<file path="src/stepper_axis_position_controller_macros.svh">
// ----------------------------------------------------------------------------
// Assertion macros for the stepper axis position controller
// Shorthand for clocked implication checks with synchronous reset masking.
// ----------------------------------------------------------------------------
`ifndef STEPPER_AXIS_POSITION_CONTROLLER_MACROS_SVH
`define STEPPER_AXIS_POSITION_CONTROLLER_MACROS_SVH

// Same-cycle implication: when ante holds, cons must hold on that edge.
`define SAPC_ASSERT_SAME(lbl, clk, rst, ante, cons) \
   lbl: assert property (@(posedge clk) disable iff (rst) (ante) |-> (cons)) \
      else $error("assertion failed: same-cycle implication");

// Next-cycle implication: when ante holds, cons must hold on the next edge.
`define SAPC_ASSERT_NEXT(lbl, clk, rst, ante, cons) \
   lbl: assert property (@(posedge clk) disable iff (rst) (ante) |=> (cons)) \
      else $error("assertion failed: next-cycle implication");

`endif

</file>
<file path="src/sapc_pkg.sv">
// ----------------------------------------------------------------------------
// sapc_pkg
// Shared types and constants of the stepper axis position controller.
// ----------------------------------------------------------------------------
`timescale 1ns / 1ps

package sapc_pkg;

   // Command codes
   typedef enum logic [2:0] {
      CMD_START    = 3'd0,
      CMD_STOP     = 3'd1,
      CMD_PAUSE    = 3'd2,
      CMD_SETPOINT = 3'd3,
      CMD_MANUAL   = 3'd4,
      CMD_POSITION = 3'd5,
      CMD_RELEASE  = 3'd6
   } cmd_type;

   // Direction codes
   typedef enum logic [1:0] {
      DIR_IDLE = 2'd0,
      DIR_CW   = 2'd1,
      DIR_CCW  = 2'd2
   } dir_type;

   // Configuration register indexes
   typedef enum logic [2:0] {
      CSR_MAX_ANGLE     = 3'd0,
      CSR_STEP_ANGLE    = 3'd1,
      CSR_DEADBAND      = 3'd2,
      CSR_POSITION_GAIN = 3'd3,
      CSR_REVERSE_SENSE = 3'd4,
      CSR_POS_ERR_DIR   = 3'd5
   } csr_index_type;

   localparam int GAIN_FRAC_BITS = 12;
   // 17 x 17 signed product
   localparam int PROD_WIDTH     = 34;

   localparam logic [14:0] MAX_ANGLE_RST     = 15'd12000;
   localparam logic [11:0] STEP_ANGLE_RST    = 12'd14;
   localparam logic [11:0] DEADBAND_RST      = 12'd14;
   localparam logic [15:0] POSITION_GAIN_RST = 16'd6144;

endpackage

</file>
<file path="src/sapc_angle_sat.sv">
// ----------------------------------------------------------------------------
// sapc_angle_sat
// Scales a product back to an angle: floor shift, saturate, optional negate.
// ----------------------------------------------------------------------------
`timescale 1ns / 1ps

module sapc_angle_sat #(
   parameter int ANGLE_WIDTH        = 16,
   parameter int SETPOINT_FRAC_BITS = 14
) (
   input  logic signed [sapc_pkg::PROD_WIDTH-1:0] product,
   input  logic                                   setpoint_scale,
   input  logic                                   negate,
   output logic signed [ANGLE_WIDTH-1:0]          angle
);

   localparam int PW = sapc_pkg::PROD_WIDTH;

   localparam logic signed [ANGLE_WIDTH-1:0] A_MAX = {1'b0, {(ANGLE_WIDTH-1){1'b1}}};
   localparam logic signed [ANGLE_WIDTH-1:0] A_MIN = {1'b1, {(ANGLE_WIDTH-1){1'b0}}};
   localparam logic signed [PW-1:0] P_MAX = PW'(A_MAX);
   localparam logic signed [PW-1:0] P_MIN = PW'(A_MIN);

   logic signed [PW-1:0]          shifted;
   logic signed [ANGLE_WIDTH-1:0] clipped;

   // arithmetic shift rounds toward minus infinity
   assign shifted = setpoint_scale ? (product >>> SETPOINT_FRAC_BITS)
                                   : (product >>> sapc_pkg::GAIN_FRAC_BITS);

   always_comb begin
      priority if (shifted > P_MAX) begin
         clipped = A_MAX;
      end else if (shifted < P_MIN) begin
         clipped = A_MIN;
      end else begin
         clipped = shifted[ANGLE_WIDTH-1:0];
      end
   end

   // negating the most negative value saturates to the top
   always_comb begin
      if (!negate) begin
         angle = clipped;
      end else if (clipped == A_MIN) begin
         angle = A_MAX;
      end else begin
         angle = -clipped;
      end
   end

endmodule

</file>
<file path="src/stepper_axis_position_controller.sv">
// ----------------------------------------------------------------------------
// stepper_axis_position_controller
// Bang-bang position controller for one stepper axis.
// ----------------------------------------------------------------------------
// Each command transfer on req_ yields exactly one status transfer on rsp_
// showing the axis state after that command. The block is a two-stage
// pipeline: the first stage holds the command with its one shared 17x17
// multiply (setpoint times travel, or encoder angle times gain), the second
// stage saturates the scaled angle, updates the axis state and loads the
// output register. A new command is taken every cycle while rsp_ flows;
// each command passes stage 1, then the output register. Angles are signed
// 1/16 degree and saturate at ANGLE_WIDTH bits. Neither req_ nor csr_ takes
// a transfer while reset is high. The csr_ port is otherwise always ready
// and should only be written while no command is in flight.
`timescale 1ns / 1ps

module stepper_axis_position_controller #(
   parameter int ANGLE_WIDTH        = 16,
   parameter int SETPOINT_FRAC_BITS = 14
) (
   input  logic        clock,
   input  logic        reset,
   // command stream
   input  logic        req_tvalid,
   output logic        req_tready,
   input  logic [39:0] req_tdata,   // setpoint[15:0], drive_direction[17:16],
                                    // measured_angle[33:18], zeros[39:34]
   input  logic [2:0]  req_tuser,   // command[2:0]
   // status stream
   output logic        rsp_tvalid,
   input  logic        rsp_tready,
   output logic [39:0] rsp_tdata,   // motor_enable[0], pulses_running[1],
                                    // dir_level[2], direction_state[4:3],
                                    // angle_error[21:5],
                                    // current_position[37:22], zeros[39:38]
   // register writes
   input  logic        csr_valid,
   output logic        csr_ready,
   input  logic [2:0]  csr_index,
   input  logic [15:0] csr_data
);

`include "stepper_axis_position_controller_macros.svh"

   localparam int AW    = ANGLE_WIDTH;
   localparam int PW    = sapc_pkg::PROD_WIDTH;
   localparam int CMP_W = (AW + 1 > 16) ? AW + 1 : 16;

   // ---------------------------------------------------------------- config
   logic [14:0] max_angle_ff;
   logic [11:0] step_angle_ff;
   logic [11:0] deadband_ff;
   logic [15:0] position_gain_ff;
   logic        reverse_sense_ff;
   logic        pos_err_dir_ff;

   assign csr_ready = !reset;

   always_ff @(posedge clock) begin
      if (reset) begin
         max_angle_ff     <= sapc_pkg::MAX_ANGLE_RST;
         step_angle_ff    <= sapc_pkg::STEP_ANGLE_RST;
         deadband_ff      <= sapc_pkg::DEADBAND_RST;
         position_gain_ff <= sapc_pkg::POSITION_GAIN_RST;
         reverse_sense_ff <= 1'b1;
         pos_err_dir_ff   <= 1'b1;
      end else if (csr_valid && csr_ready) begin
         unique case (sapc_pkg::csr_index_type'(csr_index))
            sapc_pkg::CSR_MAX_ANGLE:     max_angle_ff     <= csr_data[14:0];
            sapc_pkg::CSR_STEP_ANGLE:    step_angle_ff    <= csr_data[11:0];
            sapc_pkg::CSR_DEADBAND:      deadband_ff      <= csr_data[11:0];
            sapc_pkg::CSR_POSITION_GAIN: position_gain_ff <= csr_data;
            sapc_pkg::CSR_REVERSE_SENSE: reverse_sense_ff <= csr_data[0];
            sapc_pkg::CSR_POS_ERR_DIR:   pos_err_dir_ff   <= csr_data[0];
            default: ;
         endcase
      end
   end

   // ---------------------------------------------------------------- flow
   logic s1_valid_ff, s1_valid_in;
   logic out_valid_ff, out_valid_in;
   logic advance;
   logic req_xfer;
   logic s2_fire;

   assign advance    = !out_valid_ff || rsp_tready;
   assign req_tready = !reset && (!s1_valid_ff || advance);
   assign req_xfer   = req_tvalid && req_tready;
   assign s2_fire    = s1_valid_ff && advance;

   always_comb begin
      s1_valid_in  = req_xfer ? 1'b1 : (advance ? 1'b0 : s1_valid_ff);
      out_valid_in = s2_fire ? 1'b1 : (rsp_tready ? 1'b0 : out_valid_ff);
   end

   // ---------------------------------------------------------------- stage 1
   logic [2:0]                  req_cmd;
   logic signed [15:0]          req_setpoint;
   logic [1:0]                  req_drive;
   logic signed [15:0]          req_measured;
   logic signed [16:0]          mul_a;
   logic signed [16:0]          mul_b;
   logic signed [PW-1:0]        product_in;
   sapc_pkg::dir_type           drive_in;

   logic [2:0]                  cmd_ff;
   sapc_pkg::dir_type           drive_ff;
   logic signed [PW-1:0]        product_ff;

   assign req_cmd      = req_tuser;
   assign req_setpoint = req_tdata[15:0];
   assign req_drive    = req_tdata[17:16];
   assign req_measured = req_tdata[33:18];

   // one multiplier serves both scalings
   always_comb begin
      if (req_cmd == sapc_pkg::CMD_POSITION) begin
         mul_a = {req_measured[15], req_measured};
         mul_b = {1'b0, position_gain_ff};
      end else begin
         mul_a = {req_setpoint[15], req_setpoint};
         mul_b = {2'b00, max_angle_ff};
      end
      product_in = PW'(mul_a * mul_b);
      // drive code 3 counts as idle
      if (req_drive == sapc_pkg::DIR_CW || req_drive == sapc_pkg::DIR_CCW) begin
         drive_in = sapc_pkg::dir_type'(req_drive);
      end else begin
         drive_in = sapc_pkg::DIR_IDLE;
      end
   end

   always_ff @(posedge clock) begin
      if (reset) begin
         s1_valid_ff  <= 1'b0;
         out_valid_ff <= 1'b0;
      end else begin
         s1_valid_ff  <= s1_valid_in;
         out_valid_ff <= out_valid_in;
      end
   end

   always_ff @(posedge clock) begin
      if (req_xfer) begin
         cmd_ff     <= req_cmd;
         drive_ff   <= drive_in;
         product_ff <= product_in;
      end
   end

   // ---------------------------------------------------------------- stage 2
   logic signed [AW-1:0] scaled_angle;

   sapc_angle_sat #(
      .ANGLE_WIDTH        (ANGLE_WIDTH),
      .SETPOINT_FRAC_BITS (SETPOINT_FRAC_BITS)
   ) u_angle_sat (
      .product        (product_ff),
      .setpoint_scale (cmd_ff == sapc_pkg::CMD_SETPOINT),
      .negate         (reverse_sense_ff),
      .angle          (scaled_angle)
   );

   logic                 axis_active_ff, axis_active_in;
   logic                 pulses_on_ff, pulses_on_in;
   sapc_pkg::dir_type    stored_dir_ff, stored_dir_in;
   logic                 dir_pin_ff, dir_pin_in;
   logic signed [AW-1:0] axis_angle_ff, axis_angle_in;
   logic signed [AW-1:0] target_angle_ff, target_angle_in;
   logic [39:0]          rsp_tdata_ff, rsp_tdata_in;

   logic signed [AW-1:0] ctl_target;
   logic signed [AW:0]   ctl_err;
   logic [AW:0]          ctl_err_mag;
   logic [AW-1:0]        axis_mag;
   logic                 err_over_step;
   logic                 below_limit;
   sapc_pkg::dir_type    chosen_dir;
   logic signed [AW:0]   out_err;

   // error seen by the command: new target for a setpoint, else the held one
   always_comb begin
      ctl_target    = (cmd_ff == sapc_pkg::CMD_SETPOINT) ? scaled_angle : target_angle_ff;
      ctl_err       = {ctl_target[AW-1], ctl_target} - {axis_angle_ff[AW-1], axis_angle_ff};
      ctl_err_mag   = ctl_err[AW] ? (AW+1)'(-ctl_err) : ctl_err;
      axis_mag      = axis_angle_ff[AW-1] ? AW'(-axis_angle_ff) : axis_angle_ff;
      err_over_step = CMP_W'(ctl_err_mag) > CMP_W'(step_angle_ff);
      below_limit   = CMP_W'(axis_mag) < CMP_W'(max_angle_ff);
      priority if (CMP_W'(ctl_err_mag) < CMP_W'(deadband_ff)) begin
         chosen_dir = sapc_pkg::DIR_IDLE;
      end else if ((!ctl_err[AW] && ctl_err != '0) == pos_err_dir_ff) begin
         chosen_dir = sapc_pkg::DIR_CCW;
      end else begin
         chosen_dir = sapc_pkg::DIR_CW;
      end
   end

   always_comb begin
      axis_active_in  = axis_active_ff;
      pulses_on_in    = pulses_on_ff;
      stored_dir_in   = stored_dir_ff;
      dir_pin_in      = dir_pin_ff;
      axis_angle_in   = axis_angle_ff;
      target_angle_in = target_angle_ff;
      unique case (sapc_pkg::cmd_type'(cmd_ff))
         sapc_pkg::CMD_START: begin
            axis_active_in = 1'b1;
         end
         sapc_pkg::CMD_STOP: begin
            axis_active_in = 1'b0;
            pulses_on_in   = 1'b0;
            stored_dir_in  = sapc_pkg::DIR_IDLE;
         end
         sapc_pkg::CMD_PAUSE: begin
            pulses_on_in = 1'b0;
         end
         sapc_pkg::CMD_SETPOINT: begin
            target_angle_in = scaled_angle;
            if (!axis_active_ff) begin
               axis_active_in = 1'b0;
               pulses_on_in   = 1'b0;
               stored_dir_in  = sapc_pkg::DIR_IDLE;
            end else if (chosen_dir == sapc_pkg::DIR_IDLE) begin
               pulses_on_in = 1'b0;
            end else begin
               // pin only follows when the stored direction changes
               if (stored_dir_ff != chosen_dir) begin
                  stored_dir_in = chosen_dir;
                  dir_pin_in    = (chosen_dir == sapc_pkg::DIR_CW);
               end
               pulses_on_in = err_over_step;
            end
         end
         sapc_pkg::CMD_MANUAL: begin
            if (!axis_active_ff) begin
               axis_active_in = 1'b0;
               pulses_on_in   = 1'b0;
               stored_dir_in  = sapc_pkg::DIR_IDLE;
            end else if (drive_ff == sapc_pkg::DIR_IDLE) begin
               pulses_on_in = 1'b0;
            end else begin
               if (drive_ff != stored_dir_ff) begin
                  dir_pin_in = (drive_ff == sapc_pkg::DIR_CW);
               end
               // at the travel limit only a reversal may move the axis
               if (below_limit) begin
                  pulses_on_in  = 1'b1;
                  stored_dir_in = drive_ff;
               end else begin
                  pulses_on_in = (drive_ff != stored_dir_ff);
               end
            end
         end
         sapc_pkg::CMD_POSITION: begin
            axis_angle_in = scaled_angle;
         end
         sapc_pkg::CMD_RELEASE: begin
            if (stored_dir_ff == sapc_pkg::DIR_IDLE) begin
               pulses_on_in = 1'b0;
            end else begin
               if (stored_dir_ff != sapc_pkg::DIR_CW) begin
                  stored_dir_in = sapc_pkg::DIR_CW;
                  dir_pin_in    = 1'b1;
               end
               pulses_on_in = err_over_step;
            end
         end
         default: ;
      endcase
   end

   // status reflects the state after the command
   always_comb begin
      out_err      = {target_angle_in[AW-1], target_angle_in}
                   - {axis_angle_in[AW-1], axis_angle_in};
      rsp_tdata_in = {2'b00,
                      16'(axis_angle_in),
                      17'(out_err),
                      stored_dir_in,
                      dir_pin_in,
                      pulses_on_in,
                      axis_active_in};
   end

   always_ff @(posedge clock) begin
      if (reset) begin
         axis_active_ff  <= 1'b0;
         pulses_on_ff    <= 1'b0;
         stored_dir_ff   <= sapc_pkg::DIR_IDLE;
         dir_pin_ff      <= 1'b0;
         axis_angle_ff   <= '0;
         target_angle_ff <= '0;
      end else if (s2_fire) begin
         axis_active_ff  <= axis_active_in;
         pulses_on_ff    <= pulses_on_in;
         stored_dir_ff   <= stored_dir_in;
         dir_pin_ff      <= dir_pin_in;
         axis_angle_ff   <= axis_angle_in;
         target_angle_ff <= target_angle_in;
      end
   end

   always_ff @(posedge clock) begin
      if (s2_fire) begin
         rsp_tdata_ff <= rsp_tdata_in;
      end
   end

   assign rsp_tvalid = out_valid_ff;
   assign rsp_tdata  = rsp_tdata_ff;

   // ---------------------------------------------------------------- checks
   // an idle axis never holds a direction or runs pulses
   `SAPC_ASSERT_SAME(a_idle_axis_quiet, clock, reset, !axis_active_ff,
      (stored_dir_ff == sapc_pkg::DIR_IDLE) && !pulses_on_ff)
   // a command held in the first stage is not dropped while output stalls
   `SAPC_ASSERT_NEXT(a_s1_held, clock, reset, s1_valid_ff && !advance, s1_valid_ff)
   // a command leaving the first stage always lands in the output register
   `SAPC_ASSERT_NEXT(a_s2_lands, clock, reset, s2_fire, out_valid_ff)

endmodule
</file>
<file path="config.mk">
export PLATFORM = sky130hd
export DESIGN_NAME = stepper_axis_position_controller
export DESIGN_NICKNAME = d
export VERILOG_FILES = /design/src/sapc_pkg.sv /design/src/sapc_angle_sat.sv /design/src/stepper_axis_position_controller.sv
export VERILOG_INCLUDE_DIRS = /design/src /design/src/src
export SDC_FILE = /design/constraint.sdc
export NUM_CORES = 1
export LEC_CHECK = 0
export ABC_AREA = 1
export BUFFER_PORTS_ARGS = -buffer_cell sky130_fd_sc_hd__buf_4
export CAP_MARGIN = 20
export CELL_PAD_IN_SITES_DETAIL_PLACEMENT = 2
export CELL_PAD_IN_SITES_GLOBAL_PLACEMENT = 2
export CORE_MARGIN = 10
export CORE_UTILIZATION = 38
export DETAILED_ROUTE_END_ITERATION = 6
export PLACE_DENSITY_LB_ADDON = 0.1
export SLEW_MARGIN = 20
export SYNTH_ARGS = -nofsm -noshare
export SYNTH_HDL_FRONTEND = slang
export SYNTH_SLANG_ARGS = --single-unit
</file>
<file path="constraint.sdc">
create_clock -name clock -period 9.4 [get_ports clock]
set_input_delay 1.41 -clock clock [delete_from_list [all_inputs] [get_ports clock]]
set_output_delay 1.41 -clock clock [all_outputs]
set_load 0.005 [all_outputs]
</file>
* After elaboration in Yosys (flattened, before gate mapping) *
Index checks and enable logic that the tools add are counted.

operators by class
  $add $sub $neg = 5
  $mul = 1
  magnitude comparators = 5
  eq/ne operators = 21
  mux-type cells = 44
  reductions and logical operators = 28

operator list
  kind                                                                                number
  16-bit two-way mux                                                                  8
  17-bit by 17-bit multiplier with 34-bit output                                      1
  17-bit two-way mux                                                                  2
  16-bit by 16-bit subtractor with 17-bit output                                      2
  16-bit negator                                                                      2
  22-bit by 16-bit greater-than comparator with 1-bit output (second input constant)  1
  22-bit by 16-bit less-than comparator with 1-bit output (second input constant)     1
  21-bit two-way mux                                                                  1
  2-bit two-way mux                                                                   10
  1-bit two-way mux                                                                   19
  3-bit == test (second input constant)                                               6
  17-bit by 12-bit greater-than comparator with 1-bit output                          1
  17-bit by 12-bit less-than comparator with 1-bit output                             1
  17-bit negator                                                                      1
  17-bit nonzero test                                                                 1
  16-bit == test (second input constant)                                              1
  16-bit by 15-bit less-than comparator with 1-bit output                             1
  3-bit by 2-bit == test with 1-bit output (second input constant)                    4
  2-bit AND reduction                                                                 6
  2-bit one-hot mux with 4 select lines                                               1
  2-bit by 1-bit == test with 1-bit output (second input constant)                    3
  3-bit by 1-bit == test with 1-bit output (second input constant)                    2
  2-bit zero test                                                                     3
  3-bit zero test                                                                     2
  11 further kinds                                                                    24

word-level totals
  register bits = 173
  output and inout bits = 43
  word-level logic and storage cells = 122

* Depth between registers and ports, before layout *
Gate-level depths: netlist (run 1).

  depth after elaboration = 20
  depth in mapped cells = 56
  mapped depth without buffers = 54

* By module *
From an unflattened synthesis (run 1), not the netlist that was laid out.

second synthesis, totals
  cell total of the unflattened synthesis = 2729
  area total of the unflattened synthesis = 21150.3 µm²

modules (own cells, without submodules)
  module                            instances  cells an instance  area each (µm²)
  stepper_axis_position_controller  1          2507               20086.8
  sapc_angle_sat                    1          222                1063.5

* Worst setup path before layout (run 1) *
Ideal clock, no wire load.

  kind = input -> register
  from = input req_tuser[0]
  to = register product_ff[20] (data pin)
  library setup time = 0.265 ns
  arrival = 7.994 ns
  data required time = 9.135 ns
  path slack = 1.141 ns
  stages = 32
  path buffers = 2
  cell sequence = nand2_1 > nor2_1 > clkinv_1 > clkbuf_1 > o21ai_0 > clkbuf_1 > nand2_1 > fa_1 > inv_1 > fa_1 > inv_1 > fa_1 > inv_1 > fa_1 > inv_1 > fa_1 > inv_1 > fa_1 > ha_1 > nand2_1 > nor2_1 > nand2_1 > o211ai_1 > a21oi_1 > inv_1 > a21oi_1 > inv_1 > a21oi_1 > inv_1 > a21oi_1 > o21ai_0 > xor2_1

on the way
  word-level cells in the longest chain between the ends = 3
  elaborated cells between the ends (all ways) = 4
  classes of those cells = 1 x mul; 1 x eq/ne; 2 x mux

RTL lines
  element                                                   line                                     RTL
  from (decl)                                               stepper_axis_position_controller.sv:28   input logic [2:0] req_tuser,
  3-bit == test *                                           stepper_axis_position_controller.sv:118  if (req_cmd == sapc_pkg::CMD_POSITION) begin
  17-bit two-way mux or 16-bit two-way mux (tied branches)  stepper_axis_position_controller.sv:118
  17-bit by 17-bit multiplier with 34-bit output *          stepper_axis_position_controller.sv:125  product_in = PW'(mul_a * mul_b);
  named net product_in[20]                                  stepper_axis_position_controller.sv:104  logic signed [PW-1:0] product_in;
  to (signal assigned)                                      stepper_axis_position_controller.sv:148  product_ff <= product_in;
  to (decl)                                                 stepper_axis_position_controller.sv:109  logic signed [PW-1:0] product_ff;

The timed path passes the listed nets; every way through them passes the cells marked *.
A chain may end at the register's enable or synchronous reset.

* Worst setup path in the final report (run 1) *
  from = input req_tuser[0]
  to = register product_ff[31] (data pin)

Same word-level chain as after synthesis.

==> impl_metrics.env, run 1 <==
export IMPL_status="completed"
export IMPL_ys_ff_latch=161
export IMPL_slew_viol_final=0
export IMPL_synthTopCellsByArea="fa_1 (26%), inv_1 (11%), nand2_1 (10%), ha_1 (9.7%), edfxtp_1 (9.6%)"
export IMPL_wl_per_cell_um=21.9
export IMPL_die_h_um=252
export IMPL_crit_fanout=54
export IMPL_finalHoldViolCount=0
export IMPL_clk_latency_ps=460
export IMPL_clockBufferDepth=2
export IMPL_clk_pin_slew_worst_paths_ps=70
export IMPL_cts_sinks=161
export IMPL_timing_slew_headroom_pct=25.1
export IMPL_area_growth_pct=11.3
export IMPL_cts_root_buf="clkbuf_16"
export IMPL_coreArea_sq_mm=0.0529
export IMPL_finalCritPeriodShare_pct=90.5
export IMPL_drt_total_wl_um=75400
export IMPL_netlist_area_sq_mm=0.0204
export IMPL_reg2reg_slack_ps=1030
export IMPL_antennaDiodeCount=0
export IMPL_critPathKind="in -> reg"
export IMPL_fin_skew_ps=13.2
export IMPL_synth_most_common_cell="inv_1"
export IMPL_ctsHoldBuffers=0
export IMPL_endpoint_kind="register"
export IMPL_synth_main_ff_cell="dfxtp_1"
export IMPL_rows=84
export IMPL_grt_pass1_vias=20800
export IMPL_numPortBuffers=101
export IMPL_cap_violations=0
export IMPL_setup_viol=0
export IMPL_startpoint_type="input pin"
export IMPL_syn_inst=2645
export IMPL_syn_area_per_cell_sq_um=7.72
export IMPL_ctsResizeCount=0
export IMPL_ant_nets=0
export IMPL_max_freq_mhz=118
export IMPL_postCtsSetupBuffers=0
export IMPL_yosys_area_top_type="fa_1"
export IMPL_gp_congestion=0.887
export IMPL_tightest_slew_ps=1110
export IMPL_synthDistinctLibCells=54
export IMPL_avgViaCountPerCell=5.19
export IMPL_synth_warnings=0
export IMPL_hpwl_um=63800
export IMPL_htreeDepth=4
export IMPL_first_iter_violations=817
export IMPL_fin_crit_ps=8510
export IMPL_rsz0062_at_grt="false"
export IMPL_leakagePower_nw=11.7
export IMPL_grt_max_degree=82
export IMPL_synth_common_cells="inv_1 (575), nand2_1 (543), fa_1 (269)"
export IMPL_post_dp_cell_area_sq_mm=0.0221
export IMPL_worstHoldPathType="reg -> reg"
export IMPL_grt_first_pass_wirelength_um=118000
export IMPL_synth_seq_area_share_pct=19.0
export IMPL_vdd_drop_max_mv=0.252
export IMPL_cts_buffers_inserted=17
export IMPL_setup_tns_ps=0
export IMPL_initial_core_util_pct=38.6
export IMPL_final_area_sq_mm=0.0227
export IMPL_drive_above_1_share_pct=8.27
export IMPL_grt_overflow_total=0
export IMPL_arrival_ps=8720
export IMPL_cp_required_ps=9610
export IMPL_synth_top_area_share_pct=26.4
export IMPL_final_net_count=3237
export IMPL_synth_async_reset_ratio_pct=0
export IMPL_dr_pass1_iters=5
export IMPL_grt_usage_pct=23.9
export IMPL_cts_tree="yes"
export IMPL_whs_ps=463
export IMPL_powerDensity_mw_per_mm2=385
export IMPL_dieArea_sq_mm=0.0634
export IMPL_antenna_found_initial=0
export IMPL_die_w_um=252
export IMPL_drc_errors=0
export IMPL_vias=17900
export IMPL_synth_edf_count=65
export IMPL_boundaryPins=110
[area by class of cell]
| class | instances | area, sq um |
|---|---|---|
| Fill cell | 6164 | 30100 |
| Tap cell | 688 | 861 |
| Timing Repair Buffer | 146 | 1110 |
| Sequential cell | 161 | 3870 |
| Multi-Input combinational cell | 1831 | 14100 |
| Inverter | 586 | 2200 |
| Clock buffer | 18 | 429 |
| Clock inverter | 14 | 191 |
[placed cells by master (no fill, tap or decap), types with 5 or more instances in the layout]
| master | Yosys | final |
|---|---|---|
| a211oi_1 | 5 | 5 |
| a21oi_1 | 151 | 151 |
| a31oi_1 | 6 | 6 |
| buf_4 | 3 | 145 |
| clkbuf_16 | 0 | 17 |
| clkinv_1 | 5 | 5 |
| dfxtp_1 | 96 | 96 |
| edfxtp_1 | 65 | 65 |
| fa_1 | 269 | 269 |
| ha_1 | 158 | 158 |
| inv_1 | 575 | 574 |
| inv_2 | 5 | 7 |
| inv_6 | 0 | 7 |
| mux2i_1 | 5 | 5 |
| nand2_1 | 543 | 543 |
| nand2_2 | 6 | 6 |
| nand3_1 | 101 | 101 |
| nand3_2 | 6 | 6 |
| nand3b_1 | 5 | 5 |
| nand4_1 | 15 | 15 |
| nor2_1 | 224 | 223 |
| nor3_1 | 17 | 17 |
| nor4_1 | 6 | 6 |
| o211ai_1 | 20 | 20 |
| o21ai_0 | 127 | 125 |
| o21ai_1 | 33 | 35 |
| o31ai_1 | 7 | 7 |
| or2_2 | 16 | 16 |
| xnor2_1 | 21 | 21 |
| xor2_1 | 50 | 50 |
[through the flow]
step / setup slack, ps / std cells / power [W] / util (%)
floorplan: 1140 / 2646 / 0.00595 / -
global placement: 684 / 3412 / 0.00748 / 41.8
detailed placement: 433 / 3412 / 0.00804 / 41.8
CTS: 883 / 3444 / 0.00887 / 43.0
global route: 215 / 3444 / 0.00971 / 43.0
finish: 890 / 3444 / 0.00875 / 43.0
[path summary, 6_finish.rpt]
| check | start | endpoint | cells after the start |
|---|---|---|---|
| min reg2reg | position_gain_ff[8] | position_gain_ff[8] | 2 |
| max reg2reg | cmd_ff[2] | rsp_tdata[2] | 48 |
| min | position_gain_ff[8] | position_gain_ff[8] | 2 |
| max | req_tuser[0] | product_ff[31] | 28 |
[critical path, cell delays in order]
cell and delay (ps):
buf_4 80, nand2_1 50, nor2_1 90, buf_4 250, clkinv_1 150, buf_12 200
o21ai_0 620, inv_1 270, buf_4 260, nor2_1 170, fa_1 460, fa_1 560
inv_1 70, fa_1 550, fa_1 450, fa_1 520, inv_1 60, fa_1 440
ha_1 380, nand2_1 140, nor4_1 400, nand3_1 140, nand3_1 210, nand3_1 100
nand2_1 140, a31oi_1 140, o221ai_1 240, xor2_1 100
[report_power, final]
part / switching [W] / internal, W / leakage [nW]
sequential: 0.0000499 / 0.00112 / 1.40
clock: 0.000340 / 0.000428 / 0.303
combinational: 0.00426 / 0.00256 / 9.96
[flip-flops by register name, indices dropped and copies added (netlist names), 2 cells and up]
register          cells
step_angle_ff        12
position_gain_ff     16
max_angle_ff         15
product_ff           22
deadband_ff          12
axis_angle_ff        16
stored_dir_ff         2
drive_ff              2
cmd_ff                3
rsp_tdata            38
target_angle_ff      16
[layer usage]
layer,share of wire (%),GRT usage (%),vias to the layer above
met5,0,0,-
met4,4.5,10.7,0
met3,2.6,2.16,113
met2,53,45.8,276
met1,40,26.3,9144
li1,-,-,8357
[logic make-up (layout without fill, tap and decap cells)]
kind of cell    Yosys count  count (layout)  synth area share (%)
simple gates            953             953                  19.4
other cells               1               2                0.0184
flops                   161             161                  19.0
compound gates          373             373                  9.98
fa+ha+maj               427             427                  36.1
buf+inv                 654             764                  12.2
mux                       5               5                 0.245
xor+xnor                 71              71                  3.05
Note: power is estimated with default switching activity, not from simulation.
==> run 2: changes to the inputs <==
--- a/config.mk
+++ b/config.mk
@@ -12,7 +12,7 @@
 export CELL_PAD_IN_SITES_DETAIL_PLACEMENT = 2
 export CELL_PAD_IN_SITES_GLOBAL_PLACEMENT = 2
 export CORE_MARGIN = 10
-export CORE_UTILIZATION = 38
+export CORE_UTILIZATION = 34
 export DETAILED_ROUTE_END_ITERATION = 6
 export PLACE_DENSITY_LB_ADDON = 0.1
 export SLEW_MARGIN = 20
==> constraint.sdc (replaced) <==
create_clock -name clock -period 7.1 [get_ports clock]
set_input_delay 1.065 -clock clock [delete_from_list [all_inputs] [get_ports clock]]
set_output_delay 1.065 -clock clock [all_outputs]
set_load 0.005 [all_outputs]
==> run 2 against run 1 <==
The run now ends with negative setup slack left. Final cell count is 10% higher. Critical path depth is 5 higher. First-iteration DRC count is 7.0% lower.
==> impl_metrics.env, run 2 (synthesis gave the netlist of run 1 again) <==
export IMPL_layout_commonest_cell="inv_1"
export IMPL_dp_cells=3699
export IMPL_antenna_found_initial=1
export IMPL_seqCellArea_sq_mm=0.00387
export IMPL_largest_reg_flops=38
export IMPL_grt_pass1_vias=22100
export IMPL_slowest_delay_ps=630
export IMPL_startpoint_type="input pin"
export IMPL_antennaDiodeCount=0
export IMPL_worstHoldStart="position_gain_ff[1]"
export IMPL_startpoint="req_tuser[2]"
export IMPL_grt_first_pass_wirelength_um=123000
export IMPL_arrival_ps=7500
export IMPL_multi_input_area_sq_mm=0.0149
export IMPL_max_freq_mhz=137
export IMPL_switching_power_w=0.00780
export IMPL_reg2reg_from="cmd_ff[2]"
export IMPL_htreeDepth=4
export IMPL_gp_congestion=0.875
export IMPL_cts_buffers_inserted=17
export IMPL_mostFrequentLayoutCells="inv_1 (557), nand2_1 (513), buf_4 (365)"
export IMPL_tightest_slew_ps=1070
export IMPL_ant_nets=0
export IMPL_wl_per_cell_um=22.3
export IMPL_boundaryPins=110
export IMPL_initial_core_util_pct=34.5
export IMPL_numPortBuffers=101
export IMPL_holdPathStages=2
export IMPL_cp_required_ps=7310
export IMPL_clkPwrFrac_pct=5.8
export IMPL_die_h_um=265
export IMPL_status="finished, violations left"
export IMPL_clk_latency_ps=460
export IMPL_drive_above_1_share_pct=22.0
export IMPL_slowest_stage="fa_2"
export IMPL_fin_cells=3798
export IMPL_grt_overflow_total=0
export IMPL_avgViaCountPerCell=5.08
export IMPL_finalCritPeriodShare_pct=103
export IMPL_rows=89
export IMPL_violations="negative setup slack"
export IMPL_coreArea_sq_mm=0.0592
export IMPL_combPwrFrac_pct=84.7
export IMPL_report_power_total_w=0.0162
export IMPL_cap_violations=0
export IMPL_power_frac_seq_pct=9.5
export IMPL_first_iter_violations=760
export IMPL_worstHoldPathType="reg -> reg"
export IMPL_finalHoldViolCount=0
export IMPL_dieArea_sq_mm=0.0702
export IMPL_swShare_pct=48.2
export IMPL_drc_errors=0
export IMPL_area_growth_pct=27.8
export IMPL_grt_usage_pct=22.1
export IMPL_nFillCells=6736
export IMPL_vdd_drop_max_mv=0.529
export IMPL_hpwl_um=64600
export IMPL_vias=19300
export IMPL_leakagePower_nw=13.2
export IMPL_slew_viol_final=0
export IMPL_intPower_w=0.00838
export IMPL_die_w_um=265
export IMPL_powerDensity_mw_per_mm2=620
export IMPL_setup_viol=7
export IMPL_drt_total_wl_um=84700
export IMPL_fin_skew_ps=9.80
export IMPL_fin_crit_ps=7290
export IMPL_clockBufferDepth=2
export IMPL_critPathKind="in -> reg"
export IMPL_cts_sinks=161
export IMPL_final_net_count=3506
export IMPL_rsz0062_at_grt="true"
export IMPL_timing_slew_headroom_pct=28.3
export IMPL_clk_pin_slew_worst_paths_ps=70
export IMPL_fin_ws_ps=-189
export IMPL_cts_root_buf="clkbuf_16"
export IMPL_cts_tree="yes"
export IMPL_crit_fanout=8
export IMPL_grt_max_degree=77
export IMPL_reg2reg_depth=48
export IMPL_dr_pass1_iters=4
export IMPL_ctsHoldBuffers=0
export IMPL_endpoint_kind="register"
## run 2: cell count changes in the layout (fill, tap and decap cells not counted), moves of 18 or more
cell	before	now
buf_4	145	365
nand2_1	543	513
o21ai_0	125	102
buf_6	0	22
nand2_2	6	28
ha_1	158	138
nor2_1	223	203
a21oi_1	151	132
o21ai_2	3	22
a21oi_2	0	18
buf_12	1	19
## run 2: power groups by stage
stage / Sequential [W] / Combinational (W) / Clock [W]
floorplan: 0.00154 / 0.00663 / 0
global placement: 0.00156 / 0.0105 / 0
detailed placement: 0.00157 / 0.0112 / 0
CTS: 0.00155 / 0.0120 / 0.000955
global route: 0.00156 / 0.0151 / 0.000990
finish: 0.00154 / 0.0137 / 0.000935
## run 2: through the flow
stage / TNS [ps] / utilization, % / hold slack, ps / instance area [sq um] / worst slack [ps]
floorplan: -12.1 / - / 425 / 20700 / -12.1
global placement: -8320 / 40.6 / 443 / 24100 / -663
detailed placement: -10610 / 40.6 / 462 / 24100 / -858
CTS: 0 / 42.4 / 474 / 25100 / 3.18
global route: -2890 / 44.0 / 489 / 26100 / -394
finish: -514 / 44.0 / 462 / 26100 / -189
## run 2: metal layers
layer  vias to the layer above  part of all wire (%)  GRT usage (%)
met4                         0                   4.5           7.49
met5                         -                     0              0
met2                       306                    55           43.6
met1                      9921                    39           24.4
met3                       162                   2.2           1.90
li1                       8906                     -              -
## run 2: final cells by class
class | count | share of cell area (%)
multi-input combinational | 1833 | 57.2
tap | 773 | 3.71
timing repair buffer | 412 | 13.4
clock inverter | 15 | 0.566
sequential | 161 | 14.9
clock buffer | 17 | 1.63
timing repair inverter | 1 | 0.0624
inverter | 586 | 8.58
## run 2: repair_timing
item,in CTS,in global routing
buffers inserted,24,39
resized for setup,47,166
endpoints found under the setup margin,21,23
pin swaps,22,58
cloned,2,4
## run 2: worst paths after layout
| path | endpoint | slack [ps] |
|---|---|---|
| max reg2reg | pulses_on_ff | 550 |
| max | product_ff[21] | -190 |
| min | position_gain_ff[1] | 460 |
| min reg2reg | position_gain_ff[1] | 460 |
## run 2: critical path, delay by kind of cell
family                     cells  cell delay (ps)
xor gates and xnor gates       1              170
and+or+nand+nor                6              440
adders and majority gates      7             3320
buffers and inverters         12             1330
AOI/OAI and AO/OA              7             1140
